## src/rtl/clipped_blit_setup_unit_macros.svh

```systemverilog
// ---------------------------------------------------------------------------
// Clipped blit setup - assertion macros
// Concurrent check wrappers; empty when SYNTHESIS is defined.
// ---------------------------------------------------------------------------
`ifndef CLIPPED_BLIT_SETUP_UNIT_MACROS_SVH
`define CLIPPED_BLIT_SETUP_UNIT_MACROS_SVH

`ifndef SYNTHESIS

// prop must hold at every clock edge outside reset
`define CBS_ASSERT(lbl, clk, rst, prop, msg) \
   lbl: assert property (@(posedge clk) disable iff (rst) (prop)) else $error(msg);

// expr must never be true outside reset
`define CBS_ASSERT_NEVER(lbl, clk, rst, expr, msg) \
   lbl: assert property (@(posedge clk) disable iff (rst) !(expr)) else $error(msg);

`else

`define CBS_ASSERT(lbl, clk, rst, prop, msg)
`define CBS_ASSERT_NEVER(lbl, clk, rst, expr, msg)

`endif

`endif

```

## src/rtl/cbs_pkg.sv

```systemverilog
// ---------------------------------------------------------------------------
// Clipped blit setup - package
// Payload, configuration and per-axis clip types shared by the block.
// ---------------------------------------------------------------------------
`default_nettype none

package cbs_pkg;

   localparam int BYTES_PER_PIXEL = 2;

   typedef enum logic [1:0] {
      CSR_DST_BASE   = 2'd0,
      CSR_DST_WIDTH  = 2'd1,
      CSR_DST_HEIGHT = 2'd2,
      CSR_DST_STRIDE = 2'd3
   } csr_index_type;

   typedef struct packed {
      logic [31:0]        src_base;
      logic [12:0]        src_width;
      logic [12:0]        src_height;
      logic [15:0]        src_stride;
      logic signed [15:0] pos_x;
      logic signed [15:0] pos_y;
      logic               centered;
   } req_payload_type;

   typedef struct packed {
      logic        visible;
      logic [31:0] dst_start;
      logic [31:0] src_start;
      logic [13:0] row_bytes;
      logic [12:0] row_count;
   } rsp_payload_type;

   typedef struct packed {
      logic [31:0] dst_base;
      logic [12:0] dst_width;
      logic [12:0] dst_height;
      logic [15:0] dst_stride;
   } cfg_type;

   // Result of clipping one axis
   typedef struct packed {
      logic        ok;    // something left on this axis
      logic [12:0] lo;    // first destination coordinate kept
      logic [12:0] cnt;   // coordinates kept
      logic [15:0] off;   // offset into the source of the first one kept
   } axis_clip_type;

endpackage

`default_nettype wire

```

## src/rtl/clipped_blit_setup_unit.sv

```systemverilog
// ---------------------------------------------------------------------------
// Clipped blit setup unit
// Clips a 16 bpp source rectangle against the destination frame buffer.
// ---------------------------------------------------------------------------
// Takes one request per cycle while req_stall is low and returns one
// response per request, in order. The request lands in an input register,
// the clip and address math run in one combinational pass, and the response
// sits in an output register. A response-side stall reaches req_stall only
// when the input register is also full; an empty input register still takes
// a request while a finished response waits. Each response says whether
// anything of the rectangle is left; if so it gives the first destination
// and source byte addresses (modulo 2^32), the bytes per row and the row
// count, otherwise all of those are zero. Centered placement puts the source
// at (dst - src) / 2 on each axis, rounded toward zero. The destination
// registers must only be written while no request is in flight.
// ---------------------------------------------------------------------------
`default_nettype none

`include "clipped_blit_setup_unit_macros.svh"

module clipped_blit_setup_unit
   import cbs_pkg::*;
(
   input  logic            clock,
   input  logic            reset,

   // request channel
   input  logic            req_valid,
   output logic            req_stall,
   input  req_payload_type req_data,

   // response channel
   output logic            rsp_valid,
   input  logic            rsp_stall,
   output rsp_payload_type rsp_data,

   // register write port
   input  logic            csr_valid,
   output logic            csr_ready,
   input  csr_index_type   csr_index,
   input  logic [31:0]     csr_data
);

   // destination registers
   cfg_type         cfg_ff, cfg_in;

   // input stage
   logic            s1_valid_ff, s1_valid_in;
   req_payload_type s1_data_ff,  s1_data_in;

   // output stage
   logic            rsp_valid_ff, rsp_valid_in;
   rsp_payload_type rsp_data_ff,  rsp_data_in;

   logic            advance;     // input stage may move into the output stage
   logic            req_accept;
   axis_clip_type   clip_x;
   axis_clip_type   clip_y;
   rsp_payload_type calc;

   // ---- register writes ---------------------------------------------------
   assign csr_ready = 1'b1;

   always_comb begin
      cfg_in = cfg_ff;
      if (csr_valid) begin
         unique case (csr_index)
            CSR_DST_BASE:   cfg_in.dst_base   = csr_data;
            CSR_DST_WIDTH:  cfg_in.dst_width  = csr_data[12:0];
            CSR_DST_HEIGHT: cfg_in.dst_height = csr_data[12:0];
            CSR_DST_STRIDE: cfg_in.dst_stride = csr_data[15:0];
            default:        cfg_in = cfg_ff;
         endcase
      end
   end

   always_ff @(posedge clock) begin
      if (reset) begin
         cfg_ff.dst_base   <= 32'd0;
         cfg_ff.dst_width  <= 13'd640;
         cfg_ff.dst_height <= 13'd480;
         cfg_ff.dst_stride <= 16'd1280;
      end else begin
         cfg_ff <= cfg_in;
      end
   end

   // ---- handshake ---------------------------------------------------------
   // The output register frees up when it is empty or being taken.
   assign advance    = !rsp_valid_ff || !rsp_stall;
   // Stall only if the input stage is full and cannot move on.
   assign req_stall  = s1_valid_ff && !advance;
   assign req_accept = req_valid && !req_stall;

   always_comb begin
      s1_valid_in  = req_accept || (s1_valid_ff && !advance);
      s1_data_in   = req_accept ? req_data : s1_data_ff;
      rsp_valid_in = advance ? s1_valid_ff : rsp_valid_ff;
      rsp_data_in  = (advance && s1_valid_ff) ? calc : rsp_data_ff;
   end

   always_ff @(posedge clock) begin
      if (reset) begin
         s1_valid_ff  <= 1'b0;
         rsp_valid_ff <= 1'b0;
      end else begin
         s1_valid_ff  <= s1_valid_in;
         rsp_valid_ff <= rsp_valid_in;
      end
   end

   // payload registers, no reset
   always_ff @(posedge clock) begin
      s1_data_ff  <= s1_data_in;
      rsp_data_ff <= rsp_data_in;
   end

   // ---- single-pass datapath ----------------------------------------------
   cbs_clip_axis u_clip_x (
      .pos      (s1_data_ff.pos_x),
      .src_len  (s1_data_ff.src_width),
      .dst_len  (cfg_ff.dst_width),
      .centered (s1_data_ff.centered),
      .clip     (clip_x)
   );

   cbs_clip_axis u_clip_y (
      .pos      (s1_data_ff.pos_y),
      .src_len  (s1_data_ff.src_height),
      .dst_len  (cfg_ff.dst_height),
      .centered (s1_data_ff.centered),
      .clip     (clip_y)
   );

   cbs_addr u_addr (
      .cfg        (cfg_ff),
      .src_base   (s1_data_ff.src_base),
      .src_stride (s1_data_ff.src_stride),
      .clip_x     (clip_x),
      .clip_y     (clip_y),
      .rsp        (calc)
   );

   assign rsp_valid = rsp_valid_ff;
   assign rsp_data  = rsp_data_ff;

   // ---- checks ------------------------------------------------------------
   // A hidden response carries no copy sizes
   `CBS_ASSERT(a_hidden_zero, clock, reset,
      (rsp_valid_ff && !rsp_data_ff.visible) |->
         (rsp_data_ff.row_bytes == 14'd0 && rsp_data_ff.row_count == 13'd0),
      "hidden response with nonzero size")
   // A visible response always copies something
   `CBS_ASSERT(a_visible_size, clock, reset,
      (rsp_valid_ff && rsp_data_ff.visible) |->
         (rsp_data_ff.row_bytes != 14'd0 && rsp_data_ff.row_count != 13'd0),
      "visible response with empty size")
   // A full input stage that may advance fills the output register
   `CBS_ASSERT(a_advance, clock, reset, (s1_valid_ff && advance) |=> rsp_valid_ff,
      "request lost between stages")
   // Back-pressure only with a full input stage and a blocked output
   `CBS_ASSERT_NEVER(a_stall_cause, clock, reset,
      req_stall && !(s1_valid_ff && rsp_valid_ff && rsp_stall), "stall without cause")

endmodule

`default_nettype wire

```

## src/rtl/cbs_clip_axis.sv

```systemverilog
// ---------------------------------------------------------------------------
// Clipped blit setup - axis clipper
// Picks the placement on one axis and clips the span against the limit.
// ---------------------------------------------------------------------------
`default_nettype none

module cbs_clip_axis
   import cbs_pkg::*;
(
   input  logic signed [15:0] pos,
   input  logic        [12:0] src_len,
   input  logic        [12:0] dst_len,
   input  logic               centered,
   output axis_clip_type      clip
);

   logic signed [13:0] diff;
   logic signed [13:0] half;
   logic signed [17:0] start;
   logic signed [17:0] last;
   logic signed [17:0] lim_last;
   logic signed [17:0] lo_s;
   logic signed [17:0] hi_s;
   logic signed [17:0] cnt_s;
   logic signed [17:0] neg_start;

   always_comb begin
      // (dst - src) / 2, rounded toward zero
      diff      = $signed({1'b0, dst_len}) - $signed({1'b0, src_len});
      half      = (diff + $signed({13'd0, diff[13]})) >>> 1;
      start     = centered ? {{4{half[13]}}, half} : {{2{pos[15]}}, pos};
      last      = start + $signed({5'd0, src_len}) - 18'sd1;
      lim_last  = $signed({5'd0, dst_len}) - 18'sd1;
      lo_s      = start[17] ? 18'sd0 : start;
      hi_s      = (last > lim_last) ? lim_last : last;
      cnt_s     = hi_s - lo_s + 18'sd1;
      neg_start = -start;

      clip.ok  = (src_len != 13'd0) && (dst_len != 13'd0) &&
                 !(lo_s > lim_last) && !last[17];
      clip.lo  = lo_s[12:0];
      clip.cnt = cnt_s[12:0];
      clip.off = start[17] ? neg_start[15:0] : 16'd0;
   end

endmodule

`default_nettype wire

```

## src/rtl/cbs_addr.sv

```systemverilog
// ---------------------------------------------------------------------------
// Clipped blit setup - address generator
// Forms start addresses and copy sizes from the two clipped axes.
// ---------------------------------------------------------------------------
`default_nettype none

module cbs_addr
   import cbs_pkg::*;
(
   input  cfg_type         cfg,
   input  logic [31:0]     src_base,
   input  logic [15:0]     src_stride,
   input  axis_clip_type   clip_x,
   input  axis_clip_type   clip_y,
   output rsp_payload_type rsp
);

   logic        vis;
   logic [28:0] dst_row_ofs;
   logic [31:0] src_row_ofs;
   logic [31:0] dst_col_ofs;
   logic [31:0] src_col_ofs;
   logic [31:0] cnt_bytes;

   always_comb begin
      vis         = clip_x.ok && clip_y.ok;
      dst_row_ofs = cfg.dst_stride * clip_y.lo;
      src_row_ofs = src_stride * clip_y.off;
      dst_col_ofs = 32'(clip_x.lo)  * 32'(BYTES_PER_PIXEL);
      src_col_ofs = 32'(clip_x.off) * 32'(BYTES_PER_PIXEL);
      cnt_bytes   = 32'(clip_x.cnt) * 32'(BYTES_PER_PIXEL);

      rsp.visible   = vis;
      rsp.dst_start = vis ? cfg.dst_base + 32'(dst_row_ofs) + dst_col_ofs : 32'd0;
      rsp.src_start = vis ? src_base + src_row_ofs + src_col_ofs : 32'd0;
      rsp.row_bytes = vis ? cnt_bytes[13:0] : 14'd0;
      rsp.row_count = vis ? clip_y.cnt : 13'd0;
   end

endmodule

`default_nettype wire

```

## config.mk

```make
export PLATFORM = sky130hd
export DESIGN_NAME = clipped_blit_setup_unit
export DESIGN_NICKNAME = d
export VERILOG_FILES = /design/src/rtl/cbs_pkg.sv /design/src/rtl/clipped_blit_setup_unit.sv /design/src/rtl/cbs_clip_axis.sv /design/src/rtl/cbs_addr.sv
export VERILOG_INCLUDE_DIRS = /design/src /design/src/rtl
export SDC_FILE = /design/constraint.sdc
export NUM_CORES = 2
export LEC_CHECK = 0
export ABC_AREA = 1
export BUFFER_PORTS_ARGS = -buffer_cell sky130_fd_sc_hd__buf_4
export CAP_MARGIN = 20
export CORE_ASPECT_RATIO = 0.5
export CORE_UTILIZATION = 50
export CTS_BUF_LIST = sky130_fd_sc_hd__clkbuf_8
export DETAILED_ROUTE_END_ITERATION = 8
export GPL_TIMING_DRIVEN = 0
export PLACE_DENSITY = 0.68
export RECOVER_POWER = 25
export SETUP_SLACK_MARGIN = 0.02
export SYNTH_ARGS = -nofsm -noshare
export SYNTH_HDL_FRONTEND = slang
export SYNTH_SLANG_ARGS = --single-unit
export TNS_END_PERCENT = 100
```

## constraint.sdc

```tcl
create_clock -name clock -period 10 [get_ports clock]
set_input_delay 2 -clock clock [delete_from_list [all_inputs] [get_ports clock]]
set_output_delay 2 -clock clock [all_outputs]
set_load 0.02 [all_outputs]
```

==> impl_results.md <==
* Maximum root-to-sink buffer count at 3
* Share of the synthesized area in the top cell type at 0.248
* Pre-Repair DR Iteration Count at 6
* Port buffer count at 238
* CP Class: reg2reg
* Reg clk slew, reported paths at 0.07 ns
* Rel. slew slack at -0.527
* Final setup vio count at 0
* Critical Path Max Stage Delay at 0.48 ns
* Clk_lat worst skew at 0.70 ns
* Max Clk Rate at 0.107 GHz
* Slew @ Worst Pin at 2.29 ns
* CTS Root Cell: clkbuf_8
* Area leader, netlist: fa_1
* Via count at 29.6k
* Gr usage total at 0.301
* Routed wire length at 106,000 microns
* Data required, critical path at 10.50 ns
* Post-route setup slack at 0.633 ns
* WL/cell at 19.1 microns
* GP Congestion at 0.980
* Maximum vdd drop at 0.000732 V
* Vias per cell at 5.31
* Diode count at 0
* Area contributors post-synth: fa_1 (25%), edfxtp_1 (17%), ha_1 (14%), inv_1 (9.9%), nand2_1 (8.0%)
* Number of global-route vias before repair at 30.0k
* Pre-CTS worst setup slack at 0.299 ns
* Grt ovf at 0
* Flops & latches, synth at 274
* DR DRC count at 0
* Fillers at 6,532
* Dpl hpwl at 90,100 microns
* Ports at 241
* H-tree levels at 2
* Post-Syn Instances at 4,306
* Minimum clock period at 9.37 ns
* Setup TNS at 0 ns
* Clock Skew at 0.0541 ns
* Startpoint types: flip-flop
* Core ar. at 69,500 sq um
* Layout cells sized above 1 at 0.103
* Register Area at 7470 sq um
* Slowest cell on the critical path: fa_1
* PwrDens at 314 nW/um^2
* CTS tree: done
* Multi-input gate area at 23,900 sq um
* Violated checks: capacitance limit, slew limit
* Worst Hold Class: reg2reg
* CP most frequent cell: a21oi_1
* Synth-to-Final Area Change at 11.5%
* Static Leak at 0.0201 uW
* First-pass GRT wire length at 166,000 microns
* RSZ-0062 raised after global routing: false
* Max-cap violation count at 1
* Netlist cell types at 53
* Number of nets in the layout at 5,572
* # rows at 68
* Die H at 190 microns
* Status: complete, but fails checks
* Syn avg cell area at 8.23 sq um
* Cts bufs inserted at 44
* Largest net degree at the start of global routing at 58
* Post-DRT Antenna Nets at 0
* Nature of the critical path endpoint: flip-flop
* Sequential share of the synthesized area at 0.211
* CP Data Arrival Time at 9.87 ns
* Synth Warn # at 0
* Initial antenna violation count at 0
* Final Max Tran Viols at 17
* Full die area at 72,000 sq um
* # clock sinks at 274
* Post-Syn Area at 35,400 sq um
* Die extent in x at 379 microns
* Period utilisation layout at 0.937
* Syn nets at 5,283
* Initial core utilization at 0.510
* Max FO, Critical Path at 10
* DR iter-0 viols at 2,352
* Final hold violation count at 0
-- power breakdown --
group,switching (uW),internal [uW]
registers,45.8,1310
logic,6280,3660
clock network,552,572
total,6880,5540
-- cell usage in the layout (no fill, tap or decap), drive strengths merged, types with 2 or more instances in the layout --
cell type | netlist | layout
bufinv | 0 | 3
nand3b | 6 | 6
clkbuf | 54 | 218
a21oi | 218 | 218
a31oi | 6 | 6
edfxtp | 198 | 198
o21bai | 12 | 12
clkinvlp | 0 | 2
a21o | 10 | 10
nand2 | 770 | 770
o21a | 8 | 8
clkinv | 4 | 17
nor2 | 493 | 493
and2 | 3 | 3
nor3 | 26 | 26
nand3 | 179 | 179
o21ai | 176 | 176
fa | 440 | 440
nand4 | 62 | 62
or2 | 24 | 24
nor4 | 11 | 11
dfxtp | 76 | 76
xnor2 | 42 | 42
xor2 | 66 | 66
buf | 53 | 185
o211ai | 7 | 7
o221ai | 2 | 2
inv | 956 | 966
conb | 2 | 2
ha | 391 | 391
o2111ai | 2 | 2
-- state kept, by name, summed over array words and instances (netlist names) --
| signal | flops |
|---|---|
| s1_data_ff | 107 |
| rsp_data | 91 |
| s1_valid_ff | 1 |
| rsp_valid | 1 |
| cfg_ff | 74 |
-- per-layer routing --
| metal | part of all wire | vias up | wire [microns] | global-route usage |
|---|---|---|---|---|
| met3 | 0.062 | 188 | 6640 | 0.0417 |
| met5 | 0 | - | 0 | 0 |
| met2 | 0.47 | 953 | 50100 | 0.499 |
| li1 | - | 14000 | - | - |
| met4 | 0.033 | 0 | 3500 | 0.0987 |
| met1 | 0.43 | 14500 | 46000 | 0.407 |
-- worst max-delay path: cells and delay by family, from the launching register on --
family	cells	cell delay (ns)
AO/OA/AOI/OAI	18	3.21
adder cells (fa/ha/maj)	9	2.86
AND/OR/NAND/NOR	19	2.15
buffers and inverters	6	0.60
flip-flops	1	0.37
-- final cells by class --
cell class,count,share of cell area
Clock inverter,28,0.00614
Multi-Input combinational cell,2965,0.604
Tap cell,945,0.0299
Inverter,960,0.0913
Clock buffer,53,0.0185
Timing Repair Buffer,244,0.0475
Buffer,106,0.0136
Sequential cell,274,0.189
-- cells by family after synthesis --
| logic type | share of synthesized area |
|---|---|
| and+or+nand+nor | 0.191 |
| buffers and inverters | 0.117 |
| adders and majority gates | 0.387 |
| AOI/OAI and AO/OA | 0.0683 |
| DFF | 0.211 |
| xor gates and xnor gates | 0.0267 |
| other | 0.000212 |
-- worst paths after layout --
path	startpoint	end	slack (ns)	depth (start not counted)
setup / recovery	s1_data_ff[64]$_DFFE_PP_	rsp_data[25]$_SDFFCE_PN0P_	0.63	52
hold / removal	s1_valid_ff$_SDFF_PP0_	rsp_valid$_SDFFE_PP0N_	0.51	2
setup reg to reg	s1_data_ff[64]$_DFFE_PP_	rsp_data[25]$_SDFFCE_PN0P_	0.63	52
hold reg to reg	s1_valid_ff$_SDFF_PP0_	rsp_valid$_SDFFE_PP0N_	0.51	2
-- Yosys cell counts, drive strengths merged --
library cell,n
inv,956
nand2,770
nor2,493
fa,440
ha,391
a21oi,218
edfxtp,198
nand3,179
o21ai,176
dfxtp,76
xor2,66
nand4,62
clkbuf,54
buf,53
xnor2,42
nor3,26
or2,24
o21bai,12
nor4,11
a21o,10
o21a,8
o211ai,7
a31oi,6
nand3b,6
clkinv,4
and2,3
conb,2
o2111ai,2
o221ai,2
a2111oi,1
a21boi,1
a221oi,1
a22oi,1
a311oi,1
a31o,1
o311ai,1
o31ai,1
o41ai,1
-- per-stage QoR --
step           hold WS, ns  cells   util  total power [uW]  instance area [sq um]
6_report             0.512   5575  0.569             12400                  39500
5_1_grt              0.555   5575  0.569             13800                  39500
4_1_cts              0.523   5574  0.568             12400                  39500
3_5_place_dp         0.514   5493  0.554             11100                  38500
3_3_place_gp         0.475   5489  0.553             11000                  38400
2_1_floorplan        0.465   4306      -              8340                  35400
-- repair_timing --
item,CTS,global route
endpoints found under the setup margin,0,21
resized for setup,0,30
setup buffers,0,2
hold buffers,0,0
Note: power is estimated with default switching activity, not from simulation.
